**src/sv/isc_pkg.sv**
```systemverilog
// ----------------------------------------------------------------------------
// isc_pkg: integer stack calculator shared definitions
// Command and status codes, sequencer states and the transaction payloads.
// ----------------------------------------------------------------------------
package isc_pkg;

  // Word and stack geometry
  localparam int unsigned WORD_W      = 32;
  localparam int unsigned STACK_DEPTH = 256;
  localparam int unsigned ADDR_W      = $clog2(STACK_DEPTH);
  localparam int unsigned CNT_W       = $clog2(STACK_DEPTH + 1);
  localparam int unsigned IDX_W       = 8;
  localparam int unsigned STEP_W      = $clog2(WORD_W);

  typedef enum logic [2:0] {
    CMD_PUSH     = 3'd0,
    CMD_POP      = 3'd1,
    CMD_PEEK_TOP = 3'd2,
    CMD_PEEK_BOT = 3'd3,
    CMD_ADD      = 3'd4,
    CMD_SUB      = 3'd5,
    CMD_MUL      = 3'd6,
    CMD_DIV      = 3'd7
  } cmd_e;

  typedef enum logic [2:0] {
    ST_OK      = 3'd0,
    ST_EMPTY   = 3'd1,
    ST_RANGE   = 3'd2,
    ST_FEW     = 3'd3,
    ST_DIVZERO = 3'd4,
    ST_FULL    = 3'd5
  } status_e;

  typedef enum logic [2:0] {
    S_IDLE,
    S_READ1,
    S_READ2,
    S_MUL,
    S_DIV,
    S_DONE
  } state_e;

  typedef struct packed {
    cmd_e                     cmd;
    logic signed [WORD_W-1:0] push_value;
    logic [IDX_W-1:0]         peek_index;
  } in_t;

  typedef struct packed {
    logic signed [WORD_W-1:0] result_value;
    status_e                  status;
    logic [CNT_W-1:0]         stack_count;
  } out_t;

endpackage

```
**src/sv/isc_div.sv**
```systemverilog
// ----------------------------------------------------------------------------
// isc_div: floor divider
// Radix-2 restoring division on magnitudes, one quotient bit per cycle,
// with the sign and the round-toward-minus-infinity fix applied at the end.
// ----------------------------------------------------------------------------
module isc_div (
  input  logic                              clk_i,
  input  logic                              rst_ni,
  input  logic                              start_i,
  input  logic signed [isc_pkg::WORD_W-1:0] num_i,
  input  logic signed [isc_pkg::WORD_W-1:0] den_i,
  output logic                              done_o,
  output logic signed [isc_pkg::WORD_W-1:0] quot_o
);

  localparam int unsigned W  = isc_pkg::WORD_W;
  localparam int unsigned SW = isc_pkg::STEP_W;

  logic          busy_q, busy_d;
  logic          done_q, done_d;
  logic [SW-1:0] cnt_q, cnt_d;
  logic [W-1:0]  rem_q, rem_d;
  logic [W-1:0]  quo_q, quo_d;
  logic [W-1:0]  den_q, den_d;
  logic          neg_q, neg_d;

  logic [W:0]    shifted;
  logic [W:0]    diff;

  assign shifted = {rem_q, quo_q[W-1]};
  assign diff    = shifted - {1'b0, den_q};

  always_comb begin
    busy_d = busy_q;
    done_d = 1'b0;
    cnt_d  = cnt_q;
    rem_d  = rem_q;
    quo_d  = quo_q;
    den_d  = den_q;
    neg_d  = neg_q;
    if (start_i) begin
      busy_d = 1'b1;
      cnt_d  = '0;
      rem_d  = '0;
      quo_d  = num_i[W-1] ? W'(-num_i) : W'(num_i);
      den_d  = den_i[W-1] ? W'(-den_i) : W'(den_i);
      neg_d  = num_i[W-1] ^ den_i[W-1];
    end else if (busy_q) begin
      // keep the trial difference when it does not go negative
      if (!diff[W]) begin
        rem_d = diff[W-1:0];
        quo_d = {quo_q[W-2:0], 1'b1};
      end else begin
        rem_d = shifted[W-1:0];
        quo_d = {quo_q[W-2:0], 1'b0};
      end
      cnt_d = cnt_q + SW'(1);
      if (cnt_q == SW'(W - 1)) begin
        busy_d = 1'b0;
        done_d = 1'b1;
      end
    end
  end

  always_ff @(posedge clk_i or negedge rst_ni) begin
    if (!rst_ni) begin
      busy_q <= 1'b0;
      done_q <= 1'b0;
      cnt_q  <= '0;
    end else begin
      busy_q <= busy_d;
      done_q <= done_d;
      cnt_q  <= cnt_d;
    end
  end

  always_ff @(posedge clk_i) begin
    rem_q <= rem_d;
    quo_q <= quo_d;
    den_q <= den_d;
    neg_q <= neg_d;
  end

  // negative with a remainder: -q - 1 is ~q
  always_comb begin
    if (!neg_q) begin
      quot_o = quo_q;
    end else if (rem_q != '0) begin
      quot_o = ~quo_q;
    end else begin
      quot_o = -quo_q;
    end
  end

  assign done_o = done_q;

endmodule

```
**config.mk**
```make
export PLATFORM = sky130hd
export DESIGN_NAME = isc_div
export DESIGN_NICKNAME = d
export VERILOG_FILES = /design/src/sv/isc_pkg.sv /design/src/sv/isc_div.sv
export SDC_FILE = /design/constraint.sdc
export NUM_CORES = 1
export LEC_CHECK = 0
export ABC_AREA = 1
export BUFFER_PORTS_ARGS = -buffer_cell sky130_fd_sc_hd__buf_2
export CAP_MARGIN = 20
export CORE_AREA = 8 8 141 143
export DETAILED_ROUTE_END_ITERATION = 8
export DIE_AREA = 0 0 149 151
export HOLD_SLACK_MARGIN = 0.02
export PLACE_DENSITY = 0.75
export SETUP_SLACK_MARGIN = 0.3
export SLEW_MARGIN = 20
export SYNTH_ARGS = -nofsm -noshare
export SYNTH_HDL_FRONTEND = slang
export SYNTH_SLANG_ARGS = --single-unit
```
**constraint.sdc**
```tcl
create_clock -name clk_i -period 3 [get_ports clk_i]
set_clock_uncertainty 0.15 [all_clocks]
set_input_delay 0.75 -clock clk_i [delete_from_list [all_inputs] [get_ports clk_i]]
set_output_delay 0.75 -clock clk_i [all_outputs]
set_load 0.01 [all_outputs]
```
# Word level (Yosys, flattened, before mapping)
# Cells that the tools add are included.
dict set report totals {
  reg_bits 104
  out_inout_bits 33
  elab_cells 34
}
dict set report op_classes {
  add_sub_neg 5
  n_eq_ne 1
  n_mux 16
  n_bitwise 2
  n_reduce_logical 2
}
# op n
set ops {}
lappend ops {{2-to-1 mux 32 bit} 6}
lappend ops {{negator 32 bit} 3}
lappend ops {{subtractor 33 x 32 -> 33 bit} 1}
lappend ops {{inverter 32 bit} 1}
lappend ops {{nonzero test 32 bit} 1}
lappend ops {{2-to-1 mux 31 bit} 1}
lappend ops {{2-to-1 mux 5 bit} 2}
lappend ops {{2-to-1 mux 1 bit} 7}
lappend ops {{adder 5 x 1 -> 5 bit, second input constant} 1}
lappend ops {{equality test 5 bit, second input constant} 1}
lappend ops {{nonzero test 2 bit} 1}
lappend ops {{XOR 1 bit} 1}

# Depth between registers and ports, before layout
# Gate-level depths: netlist of the first run.
dict set report logic_depth {
  ltp_word 4
  depth_mapped 18
}

# Worst setup path before layout of the first run
# OpenSTA, ideal clock, no wires.
dict set report synth_path {
  path_kind {reg-to-output}
  startpoint {register quo_q[2]}
  endpoint {output port quot_o[31] (netlist name)}
  t_arrival_ns 1.682
  setup_slack_ns 0.418
  path_stages_with_launch 12
  path_cell_list {edfxtp_1 inv_1 nand3_1 nor2_1 nand2_1 nor2_1 nand2_1 nor3_1 nand2_1 nand2_1 nand2_1 xor2_1}
}
dict set report synth_via {
  elab_chain_len 3
}
# item line_no
set synth_lines {}
lappend synth_lines {{from (decl)} isc_div.sv:23} ;# logic [W-1:0] quo_q, quo_d;
lappend synth_lines {{from (signal assigned)} isc_div.sv:79} ;# quo_q <= quo_d;
lappend synth_lines {{negator 32 bit} isc_div.sv:91} ;# quot_o = -quo_q;
lappend synth_lines {{2-to-1 mux 32 bit} isc_div.sv:88} ;# end else if (rem_q != '0) begin
lappend synth_lines {{2-to-1 mux 32 bit} isc_div.sv:86} ;# if (!neg_q) begin
lappend synth_lines {{to (decl)} isc_div.sv:13} ;# output logic signed [isc_pkg::WORD_W-1:0] quot_o
# No other way between the ends.

# Worst setup path in the final report of the first run
dict set report layout_path {
  startpoint {register quo_q[0]}
  endpoint {output port quot_o[20] (netlist name)}
}
# Same word-level chain as after synthesis.

==> impl_metrics.json, run 1 <==
{
  "outcome": "finished with violations",
  "violations": "negative setup slack",
  "fmax_mhz": 313,
  "synth_nets": 1636,
  "synth_ff_type": "edfxtp_1",
  "cp_slowest_stage_delay_ns": 0.42,
  "synthesis.area_sq_um": 9560,
  "synthCells": 1531,
  "setup_ws_ns": -0.190,
  "fin_crit_ns": 3.19,
  "insertion_delay_ns": 0.36,
  "setup_viol": 21,
  "diodes": 0,
  "stdcell_count": 1921,
  "drt-total-wl_um": 30000,
  "nets": 1792,
  "crit_top_cell": "inv_2",
  "place_area_sq_um": 10400,
  "ys_ff_latch": 104,
  "cts_max_level": 3,
  "crit_chain": "inv_2 -> ha_4 -> nand4_1 -> nor3_2 -> nand3_1 -> nand2_1 -> inv_2 -> nor3_4 -> xor2_1 -> buf_2",
  "ff2ff_setup_slack_ns": 0.36,
  "fp-row-count": 49,
  "drt-pass1-iter-count": 5,
  "remaining_drc_errors": 0,
  "period_share_pct": 106,
  "cp.required_ns": 2.10,
  "power_density_nw_per_um2": 378,
  "die_area_sq_um": 22500,
  "finalSetupTns_ns": -1.58,
  "hold_viol": 0,
  "leakage_nw": 6.10,
  "cp-start-kind": "register",
  "vias": 10256,
  "ant_nets": 0,
  "clk_pin_slew_ns": 0.07,
  "synth_top_area_share_pct": 20.4,
  "worst_slew_margin_rel_pct": 63.6,
  "die_h_um": 151,
  "gp_congestion": 0.966,
  "syn_area_per_cell_sq_um": 6.25,
  "r2r-start": "den_q[25]",
  "ys_warn_count": 0,
  "path_class": "register to output port",
  "grt_pass1_vias": 9321,
  "wl_per_cell_um": 15.6,
  "peakVddDrop_uv": 351,
  "worst_pin_slew_ns": 0.539,
  "ctsHoldBuffers": 0,
  "antenna_found_initial": 0,
  "grt_setup_unrepaired": "true",
  "crit_fanout": 4,
  "clk_root_buffer_cell": "clkbuf_16",
  "synth_top_area_cell": "edfxtp_1",
  "crit_arrival_ns": 2.29,
  "setup.worst_path.start": "quo_q[0]",
  "synth_top_cells_by_count": "nand2_1, inv_1, nor2_1, nand3_1, o21ai_0",
  "pin_count": 100,
  "synth.most_common_cell": "nand2_1",
  "worst_path_max_delay_cell": "edfxtp_1",
  "design_area_sq_um": 11700,
  "maxCapViolations": 0,
  "drive_gt1_share_pct": 18.7,
  "start_util_pct": 54.2,
  "viasPerCell": 5.34,
  "r2r_end": "rem_q[16]",
  "cts_inserted_buffers": 9,
  "clock_path_buffers": 2,
  "place_inst": 1859,
  "grt-ovfl-total": 0,
  "track_usage_pct": 25.9,
  "place_hpwl_um": 22400,
  "r2r_cells": 16,
  "endpoint_kind": "output port",
  "yosys-top-cells-area": "edfxtp_1, nand2_1, inv_1, dfxtp_1, nand3_1",
  "syn2layout_area_growth_pct": 22.1,
  "cts_sinks": 104,
  "port_buffers": 99,
  "synthArstFlopShare_pct": 6.73,
  "grt_max_degree": 69,
  "hp-class": "input pin to asynchronous set/reset pin",
  "synth.distinct_cells": 45,
  "cts_tree": "yes",
  "grt_pass1_wl_um": 46600,
  "synth_seq_area_share_pct": 28.9,
  "core-area_sq_um": 17700,
  "final_max_slew_viol_count": 0,
  "drt_iter0_markers": 1078,
  "die_w_um": 149,
  "synth-edff-count": 65
}
-- area by class of cell --
type | instances | area (sq um)
Fill cell | 1539 | 5980
Timing Repair Buffer | 166 | 1090
Sequential cell | 104 | 2780
Clock buffer | 10 | 239
Inverter | 305 | 1140
Clock inverter | 6 | 55.1
Multi-Input combinational cell | 1101 | 6080
Tap cell | 229 | 287
-- critical path: cells and delay by family (launching register included) --
| family | cells | cell delay [ns] |
|---|---|---|
| flops | 1 | 0.42 |
| fa+ha+maj | 1 | 0.15 |
| buf+inv | 3 | 0.38 |
| xor+xnor | 1 | 0.26 |
| simple gates | 5 | 0.74 |
-- state kept, by name (all words and copies together) (netlist names) --
register	count
den_q	32
neg_q	1
busy_q	1
cnt_q	5
rem_q	32
done_o	1
quo_q	32
-- worst max path at each step --
| stage | endpoint | depth (start not counted) | slack (ns) |
|---|---|---|---|
| after global placement | quot_o[20] | 8 | 0.06 |
| after detailed placement | quot_o[20] | 8 | 0.08 |
| final | quot_o[20] | 10 | -0.19 |
| after CTS | quot_o[31] | 12 | -0.06 |
| after floorplan | quot_o[31] | 11 | 0.42 |
| after global routing | quot_o[20] | 10 | -0.25 |
-- layout by cell type (no fill, tap or decap), types with 9 or more instances in the layout --
cell and instances:
nor3_1 26, o21ai_0 57, xor2_1 56, nand4_1 26, nand2_8 12, nand3_1 105
buf_2 95, nor2_1 111, inv_1 284, buf_4 59, nand2_2 22, nor2_2 18
xnor2_1 27, edfxtp_1 65, inv_2 19, clkbuf_16 9, nand2_1 488, dfxtp_1 24
ha_1 33, a21oi_1 23, o21ai_1 9
-- what timing repair did --
action,in CTS,in global routing
gates cloned,6,2
setup endpoints to repair,65,65
setup buffers,14,24
pin swaps,26,33
endpoints found under the hold margin,0,0
gates resized for setup,73,77
-- cell families after synthesis --
logic type	after synthesis	synth area share, %
AOI/OAI and AO/OA	121	6.88
buffers and inverters	334	13.6
xor gates and xnor gates	88	8.06
adders and majority gates	38	5.05
and+or+nand+nor	846	37.5
DFF	104	28.9
-- power by group --
group | internal, mW | switching [mW] | total (mW) | leakage (nW)
combinational | 0.557 | 0.954 | 1.51 | 4.92
sequential | 1.65 | 0.0747 | 1.72 | 1.03
clock | 0.608 | 0.575 | 1.18 | 0.150
total | 2.81 | 1.60 | 4.42 | 6.10
-- stage by stage --
stage / setup WS, ns / util (%) / power [mW] / hold WS (ns)
global route: -0.255 / 66.1 / 4.62 / 0.0663
CTS: -0.0574 / 63.5 / 4.26 / 0.0592
floorplan: 0.418 / - / 2.50 / 0.299
global placement: 0.0577 / 59.1 / 2.99 / 0.310
finish: -0.190 / 66.1 / 4.42 / 0.0628
detailed placement: 0.0824 / 59.1 / 3.00 / 0.314
-- per-layer routing --
layer	vias up	share of wire [%]	global-route usage, %
li1	5082	-	-
met1	4630	46	37.3
met2	478	43	38.7
met3	66	8.0	3.14
met4	0	3.1	9.99
met5	-	0	0
(Power assumes the default switching activity.)
==> run 2, diff against run 1 <==
- CELL_PAD_IN_SITES_DETAIL_PLACEMENT: unset -> 1
- CELL_PAD_IN_SITES_GLOBAL_PLACEMENT: unset -> 1
- CORE_AREA: 8 8 141 143 -> 5 5 156 158
- DIE_AREA: 0 0 149 151 -> 0 0 161 163
- PLACE_DENSITY: 0.75 -> unset
- PLACE_DENSITY_LB_ADDON: unset -> 0.1
==> run 2 against run 1 <==
- via count grew 2.1%
- setup slack lost 0.095 ns
- first-iteration DRC count shrank 44%
- design area grew 4.4%
- power grew 6.7%
- maximum frequency shrank 2.9%
- combinational power grew 11%
- clock power grew 11%
- worst hold slack gained 0.26 ns
- the run still ends with negative setup slack left
- largest power group unchanged
- die area grew 17%
==> impl_metrics.json, run 2 (synthesis results as in run 1) <==
{
  "insertion_delay_ns": 0.38,
  "drt-total-wl_um": 37400,
  "syn2layout_area_growth_pct": 27.4,
  "period_share_pct": 109,
  "cp-start-kind": "register",
  "worst_pin_slew_ns": 0.471,
  "track_usage_pct": 27.2,
  "hp-class": "register to register",
  "crit_fanout": 3,
  "diodes": 0,
  "utilization_pct": 53.0,
  "grt_use_met1_pct": 35.2,
  "hold_viol": 0,
  "finalSetupTns_ns": -6.44,
  "grt_pass1_vias": 10677,
  "whs_ns": 0.320,
  "ant_nets": 0,
  "drive_gt1_share_pct": 21.2,
  "clock_path_buffers": 2,
  "remaining_drc_errors": 0,
  "path_class": "register to output port",
  "grtUsageMet3_pct": 2.89,
  "most-common-layout-cells": "nand2_1, inv_1, nor2_1, nand3_1, buf_2",
  "fin_crit_ns": 3.28,
  "setup_viol": 32,
  "cts_sinks": 104,
  "start_util_pct": 41.6,
  "clk_pin_slew_ns": 0.10,
  "die_w_um": 161,
  "wl_per_cell_um": 18.6,
  "viasPerCell": 5.21,
  "n_fill_cell": 3112,
  "drt_iter0_markers": 607,
  "top_regs": "den_q (32), quo_q (32), rem_q (32)",
  "drt-pass1-iter-count": 5,
  "cts_tree": "yes",
  "crit_arrival_ns": 2.38,
  "fp-row-count": 56,
  "final_max_slew_viol_count": 0,
  "cts_max_level": 3,
  "port_buffers": 99,
  "clk_root_buffer_cell": "clkbuf_16",
  "leakage_nw": 6.27,
  "grt_setup_unrepaired": "true",
  "violations": "negative setup slack",
  "grt-ovfl-total": 0,
  "antenna_found_initial": 0,
  "die_h_um": 163,
  "place_hpwl_um": 27200,
  "pin_count": 100,
  "place_ws_ns": -0.258,
  "nets": 1819,
  "maxCapViolations": 0,
  "grt_max_degree": 39,
  "core-area_sq_um": 23000,
  "grt_pass1_wl_um": 56000,
  "cp.required_ns": 2.10,
  "gp_congestion": 0.916,
  "cts_inserted_buffers": 9,
  "vias": 10475,
  "outcome": "finished with violations",
  "worst_slew_margin_rel_pct": 68.2,
  "layout_commonest_cell": "nand2_1",
  "peakVddDrop_uv": 235,
  "die_area_sq_um": 26200,
  "power_mw": 4.72,
  "endpoint_kind": "output port",
  "use_met2_pct": 47.5,
  "gr-max-usage-layer": "met2",
  "power_density_nw_per_um2": 387,
  "setup_ws_ns": -0.285,
  "fmax_mhz": 304
}
==> run 2: cell types whose count changed in the layout (fill, tap and decap cells not counted), moves of 4 or more <==
cell and change:
ha_1 -12, inv_1 +6, nor2_2 -4, nand2_1 -6, ha_2 +9, buf_4 +22
buf_6 +4, nor2_4 +4, inv_2 -6, nand2_2 +4
==> run 2: critical path, stage by stage (launching register included) <==
cell	delay (ns)
edfxtp_1	0.44
inv_1	0.15
nand2_1	0.18
nor3_2	0.23
nand4_1	0.26
xor2_2	0.28
nand2_4	0.07
o21ai_2	0.05
nand2_1	0.08
o21ai_2	0.10
buf_2	0.16
==> run 2: path summary, 6_finish.rpt <==
check                           from    endpoint  slack (ns)  cells after the start
max                        quo_q[17]  quot_o[24]       -0.28                     10
min                         rem_q[5]    rem_q[5]        0.32                      2
max reg2reg                quo_q[31]   rem_q[20]        0.25                     19
min reg2reg                 rem_q[5]    rem_q[5]        0.32                      2
max in group asynchronous     rst_ni      done_o        1.99                      2
min in group asynchronous     rst_ni    cnt_q[0]        0.57                      2
==> run 2: layout make-up <==
class / instances / area, sq um / share of cell area, %
Multi-Input combinational cell: 1098 / 6190 / 50.8
Sequential cell: 104 / 2780 / 22.8
Timing Repair Buffer: 196 / 1380 / 11.3
Inverter: 305 / 1140 / 9.40
Tap cell: 290 / 363 / 2.98
Clock buffer: 9 / 225 / 1.85
Clock inverter: 7 / 96.3 / 0.791
==> run 2: repair_timing <==
item                                    4_1_cts  5_1_grt
resized for setup                           100       82
endpoints found under the setup margin       65       65
buffers inserted                             18       26
gates cloned                                  5        1
pin swaps                                    28       32
hold buffers                                  0        1
hold endpoints to repair                      0        7
==> run 2: stage by stage <==
stage,std cells,cell area (sq um)
after global placement,1942,10700
after CTS,1981,11600
after floorplan,1531,9560
final,2009,12200
after global routing,2009,12200
after detailed placement,1942,10700
==> run 2: power breakdown <==
group | internal [mW] | leakage [nW] | switching (mW)
clock | 0.617 | 0.156 | 0.688
combinational | 0.637 | 5.08 | 1.03
sequential | 1.65 | 1.03 | 0.0930
total | 2.90 | 6.27 | 1.81
==> run 2: per-layer routing <==
layer | part of all wire [%] | wire length (um)
met1 | 44 | 16300
met2 | 49 | 18500
met3 | 3.6 | 1340
met4 | 3.5 | 1290
met5 | 0 | 0
